`src/rtl/core/filtered_speed_pi_loop_top_assert.svh`:
```
// assertion macros for the filtered speed pi loop
// used by filtered_speed_pi_loop_top; no other dependencies
`ifndef FILTERED_SPEED_PI_LOOP_TOP_ASSERT_SVH
`define FILTERED_SPEED_PI_LOOP_TOP_ASSERT_SVH

`ifndef ASSERT_OFF
// property must hold at every clock edge outside reset
`define FSPI_ASSERT(lbl, clk, rstn, prop) \
    lbl: assert property (@(posedge clk) disable iff (!rstn) prop) \
        else $error("fspi assertion failed");
// condition must never be true outside reset
`define FSPI_ASSERT_NEVER(lbl, clk, rstn, cond) \
    lbl: assert property (@(posedge clk) disable iff (!rstn) !(cond)) \
        else $error("fspi forbidden condition seen");
`else
`define FSPI_ASSERT(lbl, clk, rstn, prop)
`define FSPI_ASSERT_NEVER(lbl, clk, rstn, cond)
`endif

`endif

```
`src/rtl/core/fspi_pkg.sv`:
```
// package of the filtered speed pi loop: sequencer states, control codes, constants
// no dependencies
`default_nettype none

package fspi_pkg;

    // register map indexes (byte address 4*i)
    localparam logic [1:0] REG_PROP_GAIN      = 2'd0;
    localparam logic [1:0] REG_INTEG_GAIN     = 2'd1;
    localparam logic [1:0] REG_FILTER_ALPHA   = 2'd2;
    localparam logic [1:0] REG_INTEGRAL_LIMIT = 2'd3;

    localparam logic [15:0] ALPHA_RESET = 16'd19661;
    localparam logic [15:0] LIMIT_RESET = 16'd3000;

    // datapath widths
    localparam int STATE_W = 40;
    localparam int MUL_A_W = 40;
    localparam int MUL_B_W = 18;
    localparam int PROD_W  = MUL_A_W + MUL_B_W;
    localparam int ACC_W   = 74;

    typedef enum logic [3:0] {
        ST_IDLE,
        ST_AE,
        ST_DECAY,
        ST_FILT,
        ST_INTEG,
        ST_P_LO,
        ST_P_HI,
        ST_I_LO,
        ST_I_HI,
        ST_ACC,
        ST_SAT
    } fspi_state_t;

    typedef enum logic [2:0] {
        MUL_NONE,
        MUL_AE,
        MUL_DECAY,
        MUL_P_LO,
        MUL_P_HI,
        MUL_I_LO,
        MUL_I_HI
    } fspi_mul_sel_t;

    typedef enum logic [1:0] {
        ACC_HOLD,
        ACC_CLEAR,
        ACC_ADD,
        ACC_ADD_SH
    } fspi_acc_op_t;

    typedef struct packed {
        logic          in_ready;
        fspi_mul_sel_t mul_sel;
        fspi_acc_op_t  acc_op;
        logic          load_ae;
        logic          load_filt;
        logic          load_integ;
        logic          load_out;
    } fspi_ctrl_t;

endpackage

`default_nettype wire

```
`src/rtl/core/filtered_speed_pi_loop_top.sv`:
```
// filtered speed pi loop: low-pass on speed error, clamped integral, pi drive output
// depends on fspi_pkg, fspi_mul and filtered_speed_pi_loop_top_assert.svh
//
//  channel   dir   handshake                      payload
//  cfg       in    psel/penable/pwrite, pready=1  paddr[3:2] register, pwdata, prdata
//  s_*       in    s_tvalid / s_tready            s_tdata: speed_measured, speed_target
//  m_*       out   m_tvalid / m_tready            m_tdata: drive_value, m_tuser: clamp flag
//
//  a transaction is one accept step and ten sequencer steps, set by
//  the single shared 40 x 18 multiplier (six products, each through its output register)
//  and the one 74-bit accumulate adder that sums the four gain partial products
//  asynchronous active-low reset clears the filter and integral state and resets the config registers
//  the result waits in an output register; the next input is taken while it waits, and
//  only the final saturation step stalls when the previous result is still not taken
`default_nettype none

`include "filtered_speed_pi_loop_top_assert.svh"

module filtered_speed_pi_loop_top
    import fspi_pkg::*;
(
    input  wire logic        clk,
    input  wire logic        rst_n,
    // configuration port
    input  wire logic        psel,
    input  wire logic        penable,
    input  wire logic        pwrite,
    input  wire logic [3:0]  paddr,
    input  wire logic [31:0] pwdata,
    output logic      [31:0] prdata,
    output logic             pready,
    // input stream
    input  wire logic        s_tvalid,
    output logic             s_tready,
    input  wire logic [31:0] s_tdata,   // [15:0] speed_measured, [31:16] speed_target
    // output stream
    output logic             m_tvalid,
    input  wire logic        m_tready,
    output logic      [31:0] m_tdata,   // [31:0] drive_value
    output logic      [0:0]  m_tuser    // [0] integral_clamped
);

    // configuration registers
    logic [31:0] prop_gain_reg;
    logic [31:0] integ_gain_reg;
    logic [15:0] filter_alpha_reg;
    logic [15:0] integral_limit_reg;
    logic        cfg_write;

    // sequencer
    fspi_state_t state_reg;
    fspi_state_t state_next;
    fspi_ctrl_t  ctrl;

    // datapath
    logic signed [16:0]          e_reg;
    logic signed [16:0]          e_next;
    logic signed [33:0]          ae_reg;
    logic signed [STATE_W-1:0]   filt_reg;
    logic signed [STATE_W-1:0]   integ_reg;
    logic                        clamp_reg;
    logic signed [ACC_W-1:0]     acc_reg;
    logic signed [ACC_W-1:0]     acc_next;
    logic signed [MUL_A_W-1:0]   mul_a;
    logic signed [MUL_B_W-1:0]   mul_b;
    logic signed [PROD_W-1:0]    prod;
    logic signed [PROD_W-1:0]    decay_sh;
    logic signed [PROD_W-1:0]    filt_sum;
    logic signed [STATE_W:0]     integ_sum;
    logic signed [STATE_W:0]     bound_pos;
    logic signed [STATE_W:0]     bound_neg;
    logic signed [STATE_W-1:0]   integ_new;
    logic                        clamp_new;
    logic signed [41:0]          acc_hi;
    logic signed [41:0]          drive_hi;
    logic                        round_up;
    logic        [31:0]          drive_sat;

    // output register
    logic        out_valid_reg;
    logic [31:0] drive_reg;
    logic        clamp_out_reg;

    localparam logic signed [41:0] DRIVE_MAX = 42'sd2147483647;
    localparam logic signed [41:0] DRIVE_MIN = -42'sd2147483648;

    // ---------------- configuration port ----------------
    assign pready    = 1'b1;
    assign cfg_write = psel && penable && pwrite && pready;

    always_ff @(posedge clk or negedge rst_n)
    begin
        if (!rst_n)
        begin
            prop_gain_reg      <= '0;
            integ_gain_reg     <= '0;
            filter_alpha_reg   <= ALPHA_RESET;
            integral_limit_reg <= LIMIT_RESET;
        end
        else if (cfg_write)
        begin
            unique case (paddr[3:2])
                REG_PROP_GAIN:      prop_gain_reg      <= pwdata;
                REG_INTEG_GAIN:     integ_gain_reg     <= pwdata;
                REG_FILTER_ALPHA:   filter_alpha_reg   <= pwdata[15:0];
                REG_INTEGRAL_LIMIT: integral_limit_reg <= pwdata[15:0];
            endcase
        end
    end

    always_comb
    begin
        unique case (paddr[3:2])
            REG_PROP_GAIN:      prdata = prop_gain_reg;
            REG_INTEG_GAIN:     prdata = integ_gain_reg;
            REG_FILTER_ALPHA:   prdata = {16'd0, filter_alpha_reg};
            REG_INTEGRAL_LIMIT: prdata = {16'd0, integral_limit_reg};
        endcase
    end

    // ---------------- sequencer ----------------
    always_ff @(posedge clk or negedge rst_n)
    begin
        if (!rst_n)
        begin
            state_reg <= ST_IDLE;
        end
        else
        begin
            state_reg <= state_next;
        end
    end

    // next state
    always_comb
    begin
        state_next = state_reg;
        unique case (state_reg)
            ST_IDLE:  if (s_tvalid) state_next = ST_AE;
            ST_AE:    state_next = ST_DECAY;
            ST_DECAY: state_next = ST_FILT;
            ST_FILT:  state_next = ST_INTEG;
            ST_INTEG: state_next = ST_P_LO;
            ST_P_LO:  state_next = ST_P_HI;
            ST_P_HI:  state_next = ST_I_LO;
            ST_I_LO:  state_next = ST_I_HI;
            ST_I_HI:  state_next = ST_ACC;
            ST_ACC:   state_next = ST_SAT;
            ST_SAT:   if (!out_valid_reg || m_tready) state_next = ST_IDLE;
            default:  state_next = ST_IDLE;
        endcase
    end

    // control outputs per step
    always_comb
    begin
        ctrl = '{in_ready: 1'b0, mul_sel: MUL_NONE, acc_op: ACC_HOLD, load_ae: 1'b0,
                 load_filt: 1'b0, load_integ: 1'b0, load_out: 1'b0};
        unique case (state_reg)
            ST_IDLE:  ctrl.in_ready = 1'b1;
            ST_AE:    ctrl.mul_sel  = MUL_AE;
            ST_DECAY:
            begin
                ctrl.mul_sel = MUL_DECAY;
                ctrl.load_ae = 1'b1;
            end
            ST_FILT:  ctrl.load_filt  = 1'b1;
            ST_INTEG: ctrl.load_integ = 1'b1;
            ST_P_LO:
            begin
                ctrl.mul_sel = MUL_P_LO;
                ctrl.acc_op  = ACC_CLEAR;
            end
            ST_P_HI:
            begin
                ctrl.mul_sel = MUL_P_HI;
                ctrl.acc_op  = ACC_ADD;
            end
            ST_I_LO:
            begin
                ctrl.mul_sel = MUL_I_LO;
                ctrl.acc_op  = ACC_ADD_SH;
            end
            ST_I_HI:
            begin
                ctrl.mul_sel = MUL_I_HI;
                ctrl.acc_op  = ACC_ADD;
            end
            ST_ACC:   ctrl.acc_op   = ACC_ADD_SH;
            ST_SAT:   ctrl.load_out = !out_valid_reg || m_tready;
            default:  ctrl.in_ready = 1'b0;
        endcase
    end

    assign s_tready = ctrl.in_ready;

    // ---------------- shared multiplier ----------------
    // gains are split into a signed upper half and an unsigned lower half
    always_comb
    begin
        unique case (ctrl.mul_sel)
            MUL_AE:
            begin
                mul_a = {{(MUL_A_W-17){e_reg[16]}}, e_reg};
                mul_b = {2'b00, filter_alpha_reg};
            end
            MUL_DECAY:
            begin
                mul_a = filt_reg;
                mul_b = 18'sd65536 - $signed({2'b00, filter_alpha_reg});
            end
            MUL_P_LO:
            begin
                mul_a = filt_reg;
                mul_b = {2'b00, prop_gain_reg[15:0]};
            end
            MUL_P_HI:
            begin
                mul_a = filt_reg;
                mul_b = {{2{prop_gain_reg[31]}}, prop_gain_reg[31:16]};
            end
            MUL_I_LO:
            begin
                mul_a = integ_reg;
                mul_b = {2'b00, integ_gain_reg[15:0]};
            end
            MUL_I_HI:
            begin
                mul_a = integ_reg;
                mul_b = {{2{integ_gain_reg[31]}}, integ_gain_reg[31:16]};
            end
            MUL_NONE:
            begin
                mul_a = '0;
                mul_b = '0;
            end
            default:
            begin
                mul_a = '0;
                mul_b = '0;
            end
        endcase
    end

    fspi_mul u_mul (
        .clk  (clk),
        .op_a (mul_a),
        .op_b (mul_b),
        .prod (prod)
    );

    // ---------------- filter and integral ----------------
    assign e_next = $signed({s_tdata[15], s_tdata[15:0]})
                  - $signed({s_tdata[31], s_tdata[31:16]});

    // arithmetic shift gives the floor of the decay term
    assign decay_sh = prod >>> 16;
    assign filt_sum = $signed({{(PROD_W-34){ae_reg[33]}}, ae_reg}) + decay_sh;

    assign integ_sum = $signed({integ_reg[STATE_W-1], integ_reg})
                     + $signed({filt_reg[STATE_W-1], filt_reg});
    assign bound_pos = $signed({9'd0, integral_limit_reg, 16'd0});
    assign bound_neg = -bound_pos;

    // a sum equal to a bound is not a clamp
    always_comb
    begin
        clamp_new = 1'b0;
        integ_new = integ_sum[STATE_W-1:0];
        priority if (integ_sum > bound_pos)
        begin
            integ_new = bound_pos[STATE_W-1:0];
            clamp_new = 1'b1;
        end
        else if (integ_sum < bound_neg)
        begin
            integ_new = bound_neg[STATE_W-1:0];
            clamp_new = 1'b1;
        end
        else
        begin
            integ_new = integ_sum[STATE_W-1:0];
        end
    end

    always_ff @(posedge clk or negedge rst_n)
    begin
        if (!rst_n)
        begin
            filt_reg  <= '0;
            integ_reg <= '0;
        end
        else
        begin
            if (ctrl.load_filt)
            begin
                filt_reg <= filt_sum[STATE_W-1:0];
            end
            if (ctrl.load_integ)
            begin
                integ_reg <= integ_new;
            end
        end
    end

    always_ff @(posedge clk)
    begin
        if (s_tvalid && s_tready)
        begin
            e_reg <= e_next;
        end
        if (ctrl.load_ae)
        begin
            ae_reg <= prod[33:0];
        end
        if (ctrl.load_integ)
        begin
            clamp_reg <= clamp_new;
        end
    end

    // ---------------- drive accumulation ----------------
    // upper-half gain products carry a weight of 2^16
    always_comb
    begin
        unique case (ctrl.acc_op)
            ACC_CLEAR:  acc_next = '0;
            ACC_ADD:    acc_next = acc_reg + $signed({{(ACC_W-PROD_W){prod[PROD_W-1]}}, prod});
            ACC_ADD_SH: acc_next = acc_reg + $signed({prod, 16'd0});
            ACC_HOLD:   acc_next = acc_reg;
            default:    acc_next = acc_reg;
        endcase
    end

    always_ff @(posedge clk)
    begin
        acc_reg <= acc_next;
    end

    // truncate toward zero, then saturate to 32 bits
    assign acc_hi   = acc_reg[ACC_W-1:32];
    assign round_up = acc_reg[ACC_W-1] && (|acc_reg[31:0]);
    assign drive_hi = acc_hi + $signed({41'd0, round_up});

    always_comb
    begin
        priority if (drive_hi > DRIVE_MAX)
        begin
            drive_sat = DRIVE_MAX[31:0];
        end
        else if (drive_hi < DRIVE_MIN)
        begin
            drive_sat = DRIVE_MIN[31:0];
        end
        else
        begin
            drive_sat = drive_hi[31:0];
        end
    end

    // ---------------- output register ----------------
    always_ff @(posedge clk or negedge rst_n)
    begin
        if (!rst_n)
        begin
            out_valid_reg <= 1'b0;
        end
        else if (ctrl.load_out)
        begin
            out_valid_reg <= 1'b1;
        end
        else if (m_tready)
        begin
            out_valid_reg <= 1'b0;
        end
    end

    always_ff @(posedge clk)
    begin
        if (ctrl.load_out)
        begin
            drive_reg     <= drive_sat;
            clamp_out_reg <= clamp_reg;
        end
    end

    assign m_tvalid   = out_valid_reg;
    assign m_tdata    = drive_reg;
    assign m_tuser[0] = clamp_out_reg;

    // ---------------- assertions ----------------
    `FSPI_ASSERT(a_accept_starts_seq, clk, rst_n, (s_tvalid && s_tready) |=> (state_reg == ST_AE))
    `FSPI_ASSERT(a_valid_from_sat, clk, rst_n, $rose(out_valid_reg) |-> ($past(state_reg) == ST_SAT))
    `FSPI_ASSERT(a_sat_waits, clk, rst_n, (state_reg == ST_SAT && out_valid_reg && !m_tready) |=> (state_reg == ST_SAT))
    `FSPI_ASSERT(a_clamp_at_bound, clk, rst_n, (state_reg == ST_P_LO && clamp_reg) |-> (integ_reg == bound_pos[STATE_W-1:0] || integ_reg == bound_neg[STATE_W-1:0]))

endmodule

`default_nettype wire

```
`src/rtl/core/fspi_mul.sv`:
```
// shared signed 40 x 18 multiplier with registered product
// uses fspi_pkg for operand widths
`default_nettype none

module fspi_mul
    import fspi_pkg::*;
(
    input  wire logic                      clk,
    input  wire logic signed [MUL_A_W-1:0] op_a,
    input  wire logic signed [MUL_B_W-1:0] op_b,
    output logic signed [PROD_W-1:0]       prod
);

    logic signed [PROD_W-1:0] prod_reg;

    always_ff @(posedge clk)
    begin
        prod_reg <= op_a * op_b;
    end

    assign prod = prod_reg;

endmodule

`default_nettype wire
```
`config.mk`:
```
export PLATFORM = sky130hd
export DESIGN_NAME = filtered_speed_pi_loop_top
export DESIGN_NICKNAME = d
export VERILOG_FILES = /design/src/rtl/core/fspi_pkg.sv /design/src/rtl/core/filtered_speed_pi_loop_top.sv /design/src/rtl/core/fspi_mul.sv
export VERILOG_INCLUDE_DIRS = /design/src /design/src/rtl/core
export SDC_FILE = /design/constraint.sdc
export NUM_CORES = 2
export LEC_CHECK = 0
export BUFFER_PORTS_ARGS = -buffer_cell sky130_fd_sc_hd__buf_4
export CAP_MARGIN = 40
export CORE_MARGIN = 3
export CORE_UTILIZATION = 65
export DETAILED_ROUTE_END_ITERATION = 7
export PLACE_DENSITY = 0.89
export SETUP_SLACK_MARGIN = 0.02
export SLEW_MARGIN = 10
export SYNTH_ARGS = -nofsm -noshare
export SYNTH_HDL_FRONTEND = slang
export SYNTH_HIERARCHICAL = 1
export SYNTH_SLANG_ARGS = --single-unit
```
`constraint.sdc`:
```
create_clock -name clk -period 12.5 [get_ports clk]
set_clock_uncertainty 0.1 [all_clocks]
set_input_delay 0.625 -clock clk [delete_from_list [all_inputs] [get_ports clk]]
set_output_delay 0.625 -clock clk [all_outputs]
set_load 0.1 [all_outputs]
```
Word level (Yosys, flattened, before mapping). Index checks and enable logic that the tools add are counted.

Register bits after elaboration: 398. Input bits: 75. Output and inout port bits: 68. Word-level logic and storage cells: 92.

Add/sub/neg operators: 8. Multipliers: 1. $lt $le $gt $ge: 4. Eq/ne operators: 24. Mux-type cells: 20. Reduce and logical (&&, ||, !) cells: 20.

Operators with widths (count): $pmux 74 s3 (1); $pmux 32 s4 (1); $pmux 40 s3 (1); $pmux 18 s6 (1); $mux 40 (2); $add 74x58->74 (1); $add 74x74->74 (1); $mul 40x18->58 (1); $pmux 4 s11 (1); $add 42x2->42 (1); $gt 42x32->1 const B (1); $lt 42x32->1 const B (1); $add 40x40->41 (1); $gt 41x33->1 (1); $lt 41x41->1 (1); $neg 32->41 (1); $add 34x40->40 (1); $mux 32 (1); $reduce_or 32->1 (1); $pmux 3 s6 (1); $sub 17x16->18 const A (1); $sub 16x16->17 (1); $eq 4x3->1 const B (4); $eq 4x4->1 const B (3); 20 further kinds (47).

Depth between registers and ports, before layout.
Word-level depth: 6. Mapped depth: 35.

Modules after synthesis. The synthesis kept the hierarchy.

By module, submodules not included: filtered_speed_pi_loop_top (times used 1, cells each 3127, area each 28742.6 um^2); fspi_mul (times used 1, cells each 2838, area each 25235.5 um^2).

Worst setup path before layout. No wires, ideal clock.

Path type: register to register. Start: register state_reg[2]. End: register u_mul.prod_reg[48] (netlist: u_mul/prod[48]). Setup time: 0.072 ns. Arrival: 7.715 ns. Required time: 12.328 ns. Path slack: 4.613 ns. Stages on the path, launching flop included: 31. Clock period less this slack: 7.887 ns. Path through: dfrtp_1 -> clkbuf_1 -> nand2b_1 -> nor3_1 -> or2_2 -> clkbuf_1 -> clkbuf_1 -> a221o_1 -> clkbuf_1 -> clkbuf_1 -> nand2_1 -> fa_1 -> inv_1 -> fa_1 -> inv_1 -> fa_1 -> inv_1 -> fa_1 -> fa_1 -> inv_1 -> fa_1 -> inv_1 -> ha_1 -> nand4_1 -> nor4_1 -> a31oi_4 -> a31o_4 -> o21ai_4 -> a31oi_2 -> o31ai_2 -> xor2_1.

Longest elaborated chain between the ends: 6. Elaborated cells on any way between the ends: 18. Classes of those cells: 1 x mul; 12 x eq/ne; 3 x mux; 2 x reduce/logical.

Ends and longest elaborated chain: start, declared (line filtered_speed_pi_loop_top.sv:51) `fspi_state_t state_reg;`; start signal, assigned (line filtered_speed_pi_loop_top.sv:130) `state_reg <= state_next;`; $eq 4x4->1, or another cell as far along (line filtered_speed_pi_loop_top.sv:159) `unique case (state_reg)`; $pmux 3 s6 (*) (line filtered_speed_pi_loop_top.sv:159); $eq 3x3->1 or $eq 3x2->1 (tied branches) (line filtered_speed_pi_loop_top.sv:201) `unique case (ctrl.mul_sel)`; $reduce_or 3->1 (no line) or $reduce_or 2->1 (tied branches); $pmux 40 s3 (*) (line filtered_speed_pi_loop_top.sv:201); net mul_a[27] (line filtered_speed_pi_loop_top.sv:64) `logic signed [MUL_A_W-1:0] mul_a;`; $mul 40x18->58 (*) (line fspi_mul.sv:18) `prod_reg <= op_a * op_b;`; end signal, assigned (line fspi_mul.sv:18); end, declared (line fspi_mul.sv:14) `logic signed [PROD_W-1:0] prod_reg;`.

Mark *: on every way through the listed nets, which the timed path passes. The rest lies on a longest branch. A chain may end at the register's enable or synchronous reset.

Worst setup path after layout.
Start: register state_reg[2]. End: register u_mul.prod_reg[57] (netlist: u_mul/prod[57]).

Same word-level chain as after synthesis.

==> metrics <==
outcome finished clean; Yosys cell types 101; Worst Hold Depth 2; worst hold path type in -> reg; Synth Area in Adders 34.9%; row count 105; critical path arrival 10.45 ns; Clock Path Buffers 3; DRC Markers 0; DRT antenna net count 0; Seq cells post-synth 398; largest net degree at the start of global routing 79; sequential share of the synthesized area 19.4%; Pre-antenna DRT Iters 6; Area Overhead vs Synth 6.54%; Post-Syn Nets 7133; post-synthesis async set-or-reset flop share 45.5%; Total GRT Usage 38.5%; largest area contributor in the netlist fa_1; total grt overflow 0; multiplexer share of the synthesized area 3.35%; sequential cell area 10500 µm²; crit share post-route 80.9%; Worst EP required 12.85 ns; Worst Setup End Kind flop; Final Hold Viols 0; list of most frequent post-synthesis cells inv_1 (913), nand2_1 (746), fa_1 (686); CP most frequent cell fa_1; clock transition at the registers of the reported paths 0.07 ns; FMAX 98.9 MHz; Chip Height 294 µm; first-pass GRT wire length 259 mm; Final setup viols 0; CTS Buf Count 42; slew at the pin with the worst max-slew slack 1.15 ns; final slew viol count 0; Cell Area, Placed 56000 µm²; cell area after layout 57500 µm²; max-cap violation count 0; DR iter-0 viols 4954; Period minus WS final 10.11 ns; pre-CTS WS 2.88 ns; EDFF count, synth 159; H-Tree Depth 2; syn_area_per_cell 9.05 µm²; TNS Setup 0 ns; antenna violations before repair 8; ys flop type dfrtp_1; area fraction in compound gates after synthesis 14.3%; Post-Syn Instances 5965; nets@finish 7118; Largest register FFs 74; crit start category flop; clock latency on the worst-skew pair 0.62 ns; top post-synthesis cells by area fa_1 (25%), ha_1 (9.4%), edfxtp_1 (8.8%); Multi-input gate area 39000 µm²; CTS tree built; Ys Warns 6; I/O pin cnt 143; final estimated routing congestion in global placement 1.02; slowest CP cell a222oi_1; critical path class reg -> reg; Slew headroom 23.4%; share of cells above drive strength 1 8.26%; Post-Synth XOR/XNOR Area 5.00%; count leader, synth inv_1; Synth Area in Simple Gates 14.6%; PortBufs 139; die width 294 µm; synthesized cell area 54000 µm²; number of fill cells 5961; crit path max fanout 40; largest family of logic cells by synthesized area adder cells; die area 86500 µm²; worst setup margin 2.39 ns; clock sinks 398; slowest stage delay, CP 1.00 ns; routed vias 45890; DP Wirelength 128 mm; core footprint 82100 µm²; top-area cell type share of the netlist area 25.4%; Routed Wire Length 167 mm; # resized after CTS 0; vias per inst 6.50; Reg2Reg Depth 28; RSZ-0062 raised after global routing false; root buf cell clkbuf_16; via count of the first global-routing pass 47183; Starting Density 65.7%; Wirelength per Cell 23.7 µm
placed cells by master, fill, tap and decap left out, drive strengths merged, types with 88 or more instances in the layout:
cell / n
a21o: 179
a21oi: 273
and2: 223
buf: 210
dfrtp: 166
edfxtp: 159
fa: 686
ha: 407
inv: 917
mux2: 99
nand2: 746
nand3: 88
nor2: 275
o21ai: 235
xnor2: 185
xor2: 123
critical path, delay by kind of cell, from the launching register on:
family,cells,cell delay [ns]
AND/OR/NAND/NOR,6,1.89
flip-flops,1,0.60
AO/OA/AOI/OAI,8,2.65
adder cells (fa/ha/maj),7,3.37
buffers and inverters,6,1.17
XOR/XNOR,1,0.13
metal layers:
layer  track usage [%]  share of wire, %  vias to the layer above
met3              10.9                13                      745
met2              60.5                45                     2973
li1                  -                 -                    19724
met5                 0                 0                        -
met4              19.1               5.8                        0
met1              49.3                36                    22448
stage by stage:
step | utilization [%] | cells | hold WS (ns)
global route | 70.0 | 7054 | 0.152
finish | 70.0 | 7062 | 0.154
global placement | 68.0 | 6962 | 0.310
floorplan | - | 5965 | 0.229
CTS | 70.0 | 7054 | 0.134
detailed placement | 68.2 | 6975 | 0.318
cell type report:
cell class                      count  area share (%)
Antenna cell                        8          0.0348
Tap cell                         1070            2.33
Clock buffer                       52            2.00
Sequential cell                   398            18.2
Multi-Input combinational cell   4377            67.9
Timing Repair Buffer              214            2.89
Inverter                          917            5.99
Clock inverter                     26           0.640
final timing paths:
| path | slack [ns] | start | endpoint |
|---|---|---|---|
| max | 2.39 | state_reg[2] | u_mul/prod[57] |
| min | 0.15 | pwdata[20] | prop_gain_reg[20] |
| max reg2reg | 2.39 | state_reg[2] | u_mul/prod[57] |
| min reg2reg | 0.33 | clamp_reg | m_tuser |
| max in group asynchronous | 10.54 | rst_n | filt_reg[26] |
| min in group asynchronous | 0.44 | rst_n | m_tvalid |
what timing repair did:
item	CTS	global route
hold buffers	1	0
buffers inserted	0	0
hold endpoints to repair	54	0
cell families after synthesis:
logic type,count (synthesis)
simple gates,1679
buf+inv,1190
compound gates,1148
fa+ha+maj,1093
flops,398
xor+xnor,308
mux,148
other cells,1
Power is left out: the tool's default activity adds up to more than one toggle a clock period on the data nets, which glitch-free logic cannot reach.
